===== src/rtl/ptw_pkg.sv =====
`default_nettype none

package ptw_pkg;

    // Default width of the physical address field held in a table entry
    localparam int PHYS_BITS_DEF = 36;

    // Classified-word queue between front and back
    localparam int QUEUE_DEPTH = 2;
    localparam int QPTR_W      = (QUEUE_DEPTH > 1) ? $clog2(QUEUE_DEPTH) : 1;
    localparam int QCNT_W      = $clog2(QUEUE_DEPTH + 1);

    // Input word kinds
    localparam logic KIND_REQ   = 1'b0;
    localparam logic KIND_REPLY = 1'b1;

    // Result word kinds
    localparam logic OUT_READ = 1'b0;
    localparam logic OUT_DONE = 1'b1;

    // Walk levels (level whose entry is awaited)
    localparam logic [1:0] LVL_TOP  = 2'd0;
    localparam logic [1:0] LVL_GB   = 2'd1;
    localparam logic [1:0] LVL_MB   = 2'd2;
    localparam logic [1:0] LVL_LEAF = 2'd3;

    // Entry flag positions
    localparam int PRESENT_BIT = 0;
    localparam int LARGE_BIT   = 7;

    // Classified word handed from front to back
    typedef struct packed {
        logic        is_reply;
        logic [51:0] addr;       // request: first read address; reply: masked field
        logic [47:0] va;         // request only
        logic        present;
        logic        page_size;
        logic        field_zero;
        logic [21:0] gb_base;    // entry bits 51:30
    } ptw_item_t;

    // 9-bit table index for a given level
    function automatic logic [8:0] level_index(input logic [47:0] va, input logic [1:0] lvl);
        logic [8:0] idx;
        begin
            case (lvl)
                LVL_GB:   idx = va[38:30];
                LVL_MB:   idx = va[29:21];
                LVL_LEAF: idx = va[20:12];
                default:  idx = va[47:39];
            endcase
            return idx;
        end
    endfunction

    // Byte offset of an 8-byte entry within a table
    function automatic logic [51:0] entry_offset(input logic [8:0] idx);
        return {40'd0, idx, 3'b000};
    endfunction

endpackage

`default_nettype wire


===== src/rtl/ptw_if.sv =====
`default_nettype none

// Incoming words: translate requests and memory read replies
interface ptw_in_if;
    logic        valid;
    logic        ready;
    logic        req_type;
    logic [51:0] table_base;
    logic [47:0] virt_addr;
    logic [63:0] read_data;

    modport source (output valid, req_type, table_base, virt_addr, read_data, input ready);
    modport sink   (input valid, req_type, table_base, virt_addr, read_data, output ready);
endinterface

// Outgoing words: memory read requests and finished translations
interface ptw_out_if;
    logic        valid;
    logic        ready;
    logic        out_kind;
    logic [51:0] mem_addr;
    logic [51:0] phys_addr;
    logic        fault;

    modport source (output valid, out_kind, mem_addr, phys_addr, fault, input ready);
    modport sink   (input valid, out_kind, mem_addr, phys_addr, fault, output ready);
endinterface

`default_nettype wire


===== src/rtl/ptw_front.sv =====
`default_nettype none

module ptw_front
    import ptw_pkg::*;
#(
    parameter int PHYS_BITS = PHYS_BITS_DEF
)
(
    ptw_in_if.sink    walk_in,
    output logic      push_valid,
    input  logic      push_ready,
    output ptw_item_t push_item
);

    // Address field of an entry: bits 12 .. PHYS_BITS-1
    localparam logic [51:0] FIELD_MASK =
        ((52'd1 << PHYS_BITS) - 52'd1) & ~52'hFFF;

    logic [51:0] req_base;
    logic [51:0] req_addr;
    logic [51:0] field;

    // Request: top-level entry address, base aligned to 16 bytes
    assign req_base = {walk_in.table_base[51:4], 4'b0000};
    assign req_addr = req_base + entry_offset(level_index(walk_in.virt_addr, LVL_TOP));

    // Reply: pull apart the entry
    assign field = walk_in.read_data[51:0] & FIELD_MASK;

    always_comb
    begin
        push_item.is_reply   = (walk_in.req_type == KIND_REPLY);
        push_item.addr       = (walk_in.req_type == KIND_REPLY) ? field : req_addr;
        push_item.va         = walk_in.virt_addr;
        push_item.present    = walk_in.read_data[PRESENT_BIT];
        push_item.page_size  = walk_in.read_data[LARGE_BIT];
        push_item.field_zero = (field == 52'd0);
        push_item.gb_base    = walk_in.read_data[51:30];
    end

    assign push_valid    = walk_in.valid;
    assign walk_in.ready = push_ready;

endmodule

`default_nettype wire


===== src/rtl/ptw_queue.sv =====
`default_nettype none

module ptw_queue
    import ptw_pkg::*;
(
    input  logic      clk,
    input  logic      rst_n,
    input  logic      push_valid,
    output logic      push_ready,
    input  ptw_item_t push_item,
    output logic      pop_valid,
    input  logic      pop_ready,
    output ptw_item_t pop_item
);

    ptw_item_t         store_reg [QUEUE_DEPTH];
    logic [QPTR_W-1:0] wr_ptr_reg, wr_ptr_next;
    logic [QPTR_W-1:0] rd_ptr_reg, rd_ptr_next;
    logic [QCNT_W-1:0] count_reg, count_next;
    logic              do_push, do_pop;

    assign push_ready = (count_reg != QCNT_W'(QUEUE_DEPTH));
    assign pop_valid  = (count_reg != '0);
    assign pop_item   = store_reg[rd_ptr_reg];

    assign do_push = push_valid && push_ready;
    assign do_pop  = pop_valid && pop_ready;

    // Pointer and fill count update
    always_comb
    begin
        wr_ptr_next = wr_ptr_reg;
        rd_ptr_next = rd_ptr_reg;
        count_next  = count_reg;
        if (do_push)
        begin
            wr_ptr_next = (wr_ptr_reg == QPTR_W'(QUEUE_DEPTH - 1)) ? '0 : wr_ptr_reg + 1'b1;
        end
        if (do_pop)
        begin
            rd_ptr_next = (rd_ptr_reg == QPTR_W'(QUEUE_DEPTH - 1)) ? '0 : rd_ptr_reg + 1'b1;
        end
        if (do_push && !do_pop)
        begin
            count_next = count_reg + 1'b1;
        end
        else if (do_pop && !do_push)
        begin
            count_next = count_reg - 1'b1;
        end
    end

    always_ff @(posedge clk or negedge rst_n)
    begin
        if (!rst_n)
        begin
            wr_ptr_reg <= '0;
            rd_ptr_reg <= '0;
            count_reg  <= '0;
        end
        else
        begin
            wr_ptr_reg <= wr_ptr_next;
            rd_ptr_reg <= rd_ptr_next;
            count_reg  <= count_next;
        end
    end

    // Storage, no reset
    always_ff @(posedge clk)
    begin
        if (do_push)
        begin
            store_reg[wr_ptr_reg] <= push_item;
        end
    end

endmodule

`default_nettype wire


===== src/rtl/ptw_back.sv =====
`default_nettype none

module ptw_back
    import ptw_pkg::*;
(
    input  logic       clk,
    input  logic       rst_n,
    input  logic       pop_valid,
    output logic       pop_ready,
    input  ptw_item_t  pop_item,
    ptw_out_if.source  walk_out
);

    // Walk state
    logic        busy_reg, busy_next;
    logic [1:0]  level_reg, level_next;
    logic [47:0] va_reg, va_next;

    // Output register
    logic        out_valid_reg, out_valid_next;
    logic        out_kind_reg, out_kind_next;
    logic [51:0] mem_addr_reg, mem_addr_next;
    logic [51:0] phys_addr_reg, phys_addr_next;
    logic        fault_reg, fault_next;

    logic        has_result;
    logic        out_free;
    logic        do_pop;
    logic [1:0]  level_inc;
    logic [51:0] next_read;

    // A stray reply while idle makes no word and may always drain
    assign has_result = !pop_item.is_reply || busy_reg;
    assign out_free   = !out_valid_reg || walk_out.ready;
    assign pop_ready  = out_free || !has_result;
    assign do_pop     = pop_valid && pop_ready;

    assign level_inc = level_reg + 2'd1;
    assign next_read = pop_item.addr + entry_offset(level_index(va_reg, level_inc));

    always_comb
    begin
        busy_next      = busy_reg;
        level_next     = level_reg;
        va_next        = va_reg;
        out_valid_next = out_valid_reg && !walk_out.ready;
        out_kind_next  = out_kind_reg;
        mem_addr_next  = mem_addr_reg;
        phys_addr_next = phys_addr_reg;
        fault_next     = fault_reg;

        if (do_pop && has_result)
        begin
            out_valid_next = 1'b1;
            // default: walk ends
            out_kind_next  = OUT_DONE;
            mem_addr_next  = '0;
            phys_addr_next = '0;
            fault_next     = 1'b0;
            busy_next      = 1'b0;
            level_next     = LVL_TOP;

            if (!pop_item.is_reply)
            begin
                // fresh walk, abandons any walk in progress
                va_next       = pop_item.va;
                busy_next     = 1'b1;
                out_kind_next = OUT_READ;
                mem_addr_next = pop_item.addr;
            end
            else if (level_reg == LVL_LEAF)
            begin
                fault_next     = pop_item.field_zero;
                phys_addr_next = pop_item.field_zero ? 52'd0
                                                     : (pop_item.addr | {40'd0, va_reg[11:0]});
            end
            else if (!pop_item.present)
            begin
                fault_next = 1'b1;
            end
            else if (level_reg == LVL_GB && pop_item.page_size)
            begin
                phys_addr_next = {pop_item.gb_base, va_reg[29:0]};
            end
            else if (level_reg == LVL_MB && pop_item.page_size)
            begin
                phys_addr_next = {pop_item.addr[51:21], va_reg[20:0]};
            end
            else
            begin
                // descend one level
                busy_next     = 1'b1;
                level_next    = level_inc;
                out_kind_next = OUT_READ;
                mem_addr_next = next_read;
            end
        end
    end

    always_ff @(posedge clk or negedge rst_n)
    begin
        if (!rst_n)
        begin
            busy_reg      <= 1'b0;
            level_reg     <= LVL_TOP;
            va_reg        <= '0;
            out_valid_reg <= 1'b0;
        end
        else
        begin
            busy_reg      <= busy_next;
            level_reg     <= level_next;
            va_reg        <= va_next;
            out_valid_reg <= out_valid_next;
        end
    end

    // Payload of the output word, no reset
    always_ff @(posedge clk)
    begin
        out_kind_reg  <= out_kind_next;
        mem_addr_reg  <= mem_addr_next;
        phys_addr_reg <= phys_addr_next;
        fault_reg     <= fault_next;
    end

    assign walk_out.valid     = out_valid_reg;
    assign walk_out.out_kind  = out_kind_reg;
    assign walk_out.mem_addr  = mem_addr_reg;
    assign walk_out.phys_addr = phys_addr_reg;
    assign walk_out.fault     = fault_reg;

endmodule

`default_nettype wire


===== src/rtl/four_level_page_table_walker.sv =====
`default_nettype none
// Path: an accepted word goes first into the classified-word queue, then its
//   result word, if any, into the output register.
// Throughput: one word per cycle unless walk_out stalls the output register.
// Reset: rst_n clears the walk state, the queue pointers and the output valid;
//   the walker starts idle and a reply that arrives while idle is dropped.
module four_level_page_table_walker
    import ptw_pkg::*;
#(
    parameter int PHYS_BITS = PHYS_BITS_DEF
)
(
    input  wire logic  clk,
    input  wire logic  rst_n,
    ptw_in_if.sink     walk_in,
    ptw_out_if.source  walk_out
);

    logic      push_valid, push_ready;
    ptw_item_t push_item;
    logic      pop_valid, pop_ready;
    ptw_item_t pop_item;

    // Classify incoming words
    ptw_front #(
        .PHYS_BITS (PHYS_BITS)
    ) u_front (
        .walk_in    (walk_in),
        .push_valid (push_valid),
        .push_ready (push_ready),
        .push_item  (push_item)
    );

    // Decoupling queue
    ptw_queue u_queue (
        .clk        (clk),
        .rst_n      (rst_n),
        .push_valid (push_valid),
        .push_ready (push_ready),
        .push_item  (push_item),
        .pop_valid  (pop_valid),
        .pop_ready  (pop_ready),
        .pop_item   (pop_item)
    );

    // Walk sequencing and result words
    ptw_back u_back (
        .clk       (clk),
        .rst_n     (rst_n),
        .pop_valid (pop_valid),
        .pop_ready (pop_ready),
        .pop_item  (pop_item),
        .walk_out  (walk_out)
    );

endmodule

`default_nettype wire

===== src/flat_wrapper.sv =====
// flat-port wrapper written by rule: the top's interface ports become plain ports
module four_level_page_table_walker_flat import ptw_pkg::*;
#(
    parameter int PHYS_BITS = PHYS_BITS_DEF
)
  (clk, rst_n, walk_in_valid, walk_in_req_type, walk_in_table_base, walk_in_virt_addr, walk_in_read_data, walk_in_ready, walk_out_valid, walk_out_out_kind, walk_out_mem_addr, walk_out_phys_addr, walk_out_fault, walk_out_ready);
  ptw_in_if walk_in_i ();
  ptw_out_if walk_out_i ();
  input  wire logic clk;
  input  wire logic rst_n;
  input wire logic [$bits(walk_in_i.valid)-1:0] walk_in_valid;
  input wire logic [$bits(walk_in_i.req_type)-1:0] walk_in_req_type;
  input wire logic [$bits(walk_in_i.table_base)-1:0] walk_in_table_base;
  input wire logic [$bits(walk_in_i.virt_addr)-1:0] walk_in_virt_addr;
  input wire logic [$bits(walk_in_i.read_data)-1:0] walk_in_read_data;
  output wire logic [$bits(walk_in_i.ready)-1:0] walk_in_ready;
  output wire logic [$bits(walk_out_i.valid)-1:0] walk_out_valid;
  output wire logic [$bits(walk_out_i.out_kind)-1:0] walk_out_out_kind;
  output wire logic [$bits(walk_out_i.mem_addr)-1:0] walk_out_mem_addr;
  output wire logic [$bits(walk_out_i.phys_addr)-1:0] walk_out_phys_addr;
  output wire logic [$bits(walk_out_i.fault)-1:0] walk_out_fault;
  input wire logic [$bits(walk_out_i.ready)-1:0] walk_out_ready;
  assign walk_in_i.valid = walk_in_valid;
  assign walk_in_i.req_type = walk_in_req_type;
  assign walk_in_i.table_base = walk_in_table_base;
  assign walk_in_i.virt_addr = walk_in_virt_addr;
  assign walk_in_i.read_data = walk_in_read_data;
  assign walk_in_ready = walk_in_i.ready;
  assign walk_out_valid = walk_out_i.valid;
  assign walk_out_out_kind = walk_out_i.out_kind;
  assign walk_out_mem_addr = walk_out_i.mem_addr;
  assign walk_out_phys_addr = walk_out_i.phys_addr;
  assign walk_out_fault = walk_out_i.fault;
  assign walk_out_i.ready = walk_out_ready;
  four_level_page_table_walker #(.PHYS_BITS(PHYS_BITS)) u_core (.clk(clk), .rst_n(rst_n), .walk_in(walk_in_i), .walk_out(walk_out_i));
endmodule

===== config.mk =====
export PLATFORM = sky130hd
export DESIGN_NAME = four_level_page_table_walker_flat
export DESIGN_NICKNAME = d
export VERILOG_FILES = /design/src/rtl/ptw_pkg.sv /design/src/rtl/ptw_if.sv /design/src/rtl/ptw_front.sv /design/src/rtl/ptw_queue.sv /design/src/rtl/ptw_back.sv /design/src/rtl/four_level_page_table_walker.sv /design/src/flat_wrapper.sv
export SDC_FILE = /design/constraint.sdc
export NUM_CORES = 1
export LEC_CHECK = 0
export ABC_AREA = 0
export BUFFER_PORTS_ARGS = -buffer_cell sky130_fd_sc_hd__buf_2
export CORE_ASPECT_RATIO = 0.9
export CORE_UTILIZATION = 30
export DETAILED_ROUTE_END_ITERATION = 6
export PLACE_DENSITY = 0.52
export SLEW_MARGIN = 30
export SYNTH_ARGS = -nofsm -noshare
export SYNTH_HDL_FRONTEND = slang
export SYNTH_SLANG_ARGS = --single-unit

===== constraint.sdc =====
create_clock -name clk -period 16.55 [get_ports clk]
set_input_delay 1.655 -clock clk [delete_from_list [all_inputs] [get_ports clk]]
set_output_delay 1.655 -clock clk [all_outputs]
set_load 0.01 [all_outputs]

==> results.json <==
{
  "numCtsBuffers": 43,
  "cp_slowest_cell": "dfrtp_4",
  "setup_viol": 0,
  "dp_hpwl_mm": 39.15,
  "wl_per_cell_um": 22.04,
  "crit_arrival_ps": 5150,
  "layout_setup_ws_ps": 11700,
  "max_freq_mhz": 206.3,
  "netlist_area_mm2": 0.01860,
  "finalClockSkew_ps": 17.19,
  "die_h_um": 238.2,
  "synthMuxAreaShare_pct": 8.012,
  "stdcell_count": 2471,
  "largest_reg_flops": 246,
  "die_w_um": 264.5,
  "port_buffers": 247,
  "clk_latency_ps": 570,
  "tns_ps": 0,
  "start_util_pct": 30.38,
  "wl_mm": 54.47,
  "rows": 86,
  "antenna_found_initial": 5,
  "synth_compound_gate_area_share_pct": 9.021,
  "path_cells": "buf_12 -> mux2_2 -> inv_1 -> fa_1 -> nand2b_1 -> a211oi_1 -> o211ai_1 -> buf_4 -> nor4b_1 -> xnor2_1 -> nor2_1",
  "cp_max_fo": 138,
  "ctsResizeCount": 0,
  "grt_pass1_wl_mm": 78.70,
  "final_layout_size_suffix_gt1_share_pct": 25.18,
  "outcome": "complete, no violations",
  "syn2layout_area_growth_pct": 18.61,
  "synth.avg_cell_area_um2": 13.22,
  "dp_cells": 2392,
  "slew_headroom_pct": 34.96,
  "cts_num_sinks": 405,
  "rsz0062_at_grt": "false",
  "placed_cell_area_mm2": 0.02066,
  "grt_pass1_vias": 11869,
  "htree_levels": 2,
  "vdd_drop_max_v": 0.0001234,
  "async_reset_ff_share_pct": 13.83,
  "post-route-util_pct": 36.03,
  "worst_setup_path_end_kind": "flop",
  "final_nets": 1834,
  "core_mm2": 0.06123,
  "ctsLongestPathBuffers": 3,
  "critPathTopFamily": "flip-flops",
  "overflow": 0,
  "drv_slew": 0,
  "grt_start_max_net_pins": 139,
  "path_buf_inv": 3,
  "critPathMaxStageDelay_ps": 1050,
  "p_leak_nw": 8.107,
  "cap_violations": 0,
  "cts_tree": "built",
  "fillers": 5966,
  "final_area_mm2": 0.02206,
  "gp_congestion": 0.8608,
  "yosysWarnings": 0,
  "ys_seq_elements": 405,
  "grt_use_total_pct": 16.91,
  "required_ps": 16860,
  "worst_pin_slew_ps": 975.6,
  "pre_cts_slack_ps": 11630,
  "start_kind": "flop",
  "final_antenna_net_count": 0,
  "synth.distinct_cells": 73,
  "ys.flop_type": "edfxtp_1",
  "boundaryPins": 277,
  "drt_first_pass_iters": 5,
  "cts_setup_buffers": 0,
  "hold_violations": 0,
  "multi_input_area_mm2": 0.006362,
  "synthAdderAreaFrac_pct": 1.487,
  "dr.first_iter.drc_count": 856,
  "period_share_pct": 29.28,
  "syn_inst": 1407,
  "root_buffer": "clkbuf_16",
  "synth_edf_count": 349,
  "num_vias": 12362,
  "mostFrequentLayoutCell": "edfxtp_1",
  "yosys.area_share.simple_pct": 11.64,
  "cts_hold_buf": 0,
  "cts.clk_slew.worst_paths_ps": 60,
  "die-area_mm2": 0.06300,
  "synth_xor_area_share_pct": 3.720,
  "crit_type": "flop to flop",
  "power.density_mw_per_mm2": 185.5,
  "post_drt_via_cell_ratio": 5.003,
  "hp-class": "flop to flop",
  "seqCellArea_mm2": 0.01189,
  "p_total_mw": 4.092,
  "final_cell_mix": "edfxtp_1 (349), buf_2 (247), nand2_1 (134)",
  "finalHoldWorstSlack_ps": 480.9,
  "finalCriticalPeriod_ps": 4846,
  "yosysSeqAreaShare_pct": 63.88,
  "synth_top_family_by_area": "simple AND/OR/NAND/NOR gates",
  "remaining_drc_errors": 0
}
[synthesized netlist by cell type (all sizes together) (30+ instances only)]
library cell	count	area, um^2
clkbuf	44	165.2
mux2	58	653.1
nand2	134	503.0
edfxtp	349	10480
xor2	40	350.3
mux2i	63	634.4
o21ai	105	525.5
a21oi	47	235.2
a22oi	30	257.7
dfrtp	56	1401
nor2	108	405.4
xnor2	39	341.6
[metal layers]
layer / up-vias / wire length, um / GRT usage, %
met1: 6114 / 26740 / 24.95
met5: - / 13 / 0
li1: 5806 / - / -
met3: 70 / 2721 / 2.910
met2: 370 / 23750 / 25.45
met4: 2 / 1235 / 4.616
[worst paths after layout]
check                                                from                                   to  slack (ps)  cells after the start
worst min register to register    u_core.u_back.va_reg[2]              u_core.u_back.va_reg[2]         480                      2
worst max register to register  u_core.u_queue.rd_ptr_reg  u_core.u_back.walk_out.mem_addr[27]       11700                     11
worst min-delay path              u_core.u_back.va_reg[2]              u_core.u_back.va_reg[2]         480                      2
max in group asynchronous                           rst_n            u_core.u_queue.rd_ptr_reg       14700                      2
worst max-delay path            u_core.u_queue.rd_ptr_reg  u_core.u_back.walk_out.mem_addr[27]       11700                     11
min in group asynchronous                           rst_n              u_core.u_back.va_reg[5]        1250                      2
[worst min-delay path: stages (launching register included)]
cell and delay (ps):
dfrtp_1 340, nand2_1 40, o21ai_0 60
[logic make-up after synthesis]
logic type	after synthesis
multiplexers	130
XOR/XNOR	79
adder cells (fa/ha/maj)	21
AND/OR/NAND/NOR	422
other	1
AO/OA/AOI/OAI	262
buffers and inverters	87
flip-flops	405
[power by group]
| group | internal [mW] | leakage, nW | switching, mW |
|---|---|---|---|
| sequential | 1.56 | 4.01 | 0.227 |
| clock | 0.569 | 0.675 | 0.392 |
| combinational | 0.484 | 3.42 | 0.864 |
| total | 2.61 | 8.11 | 1.48 |
[final cells by class]
cell class,count,share of cell area [%]
Inverter,15,0.2666
Clock inverter,18,0.9812
Clock buffer,58,5.269
Multi-Input combinational cell,917,28.84
Timing Repair Buffer,263,6.239
Antenna cell,3,0.03403
Sequential cell,405,53.88
Tap cell,792,4.492
Note: power is estimated with default switching activity, not from simulation.
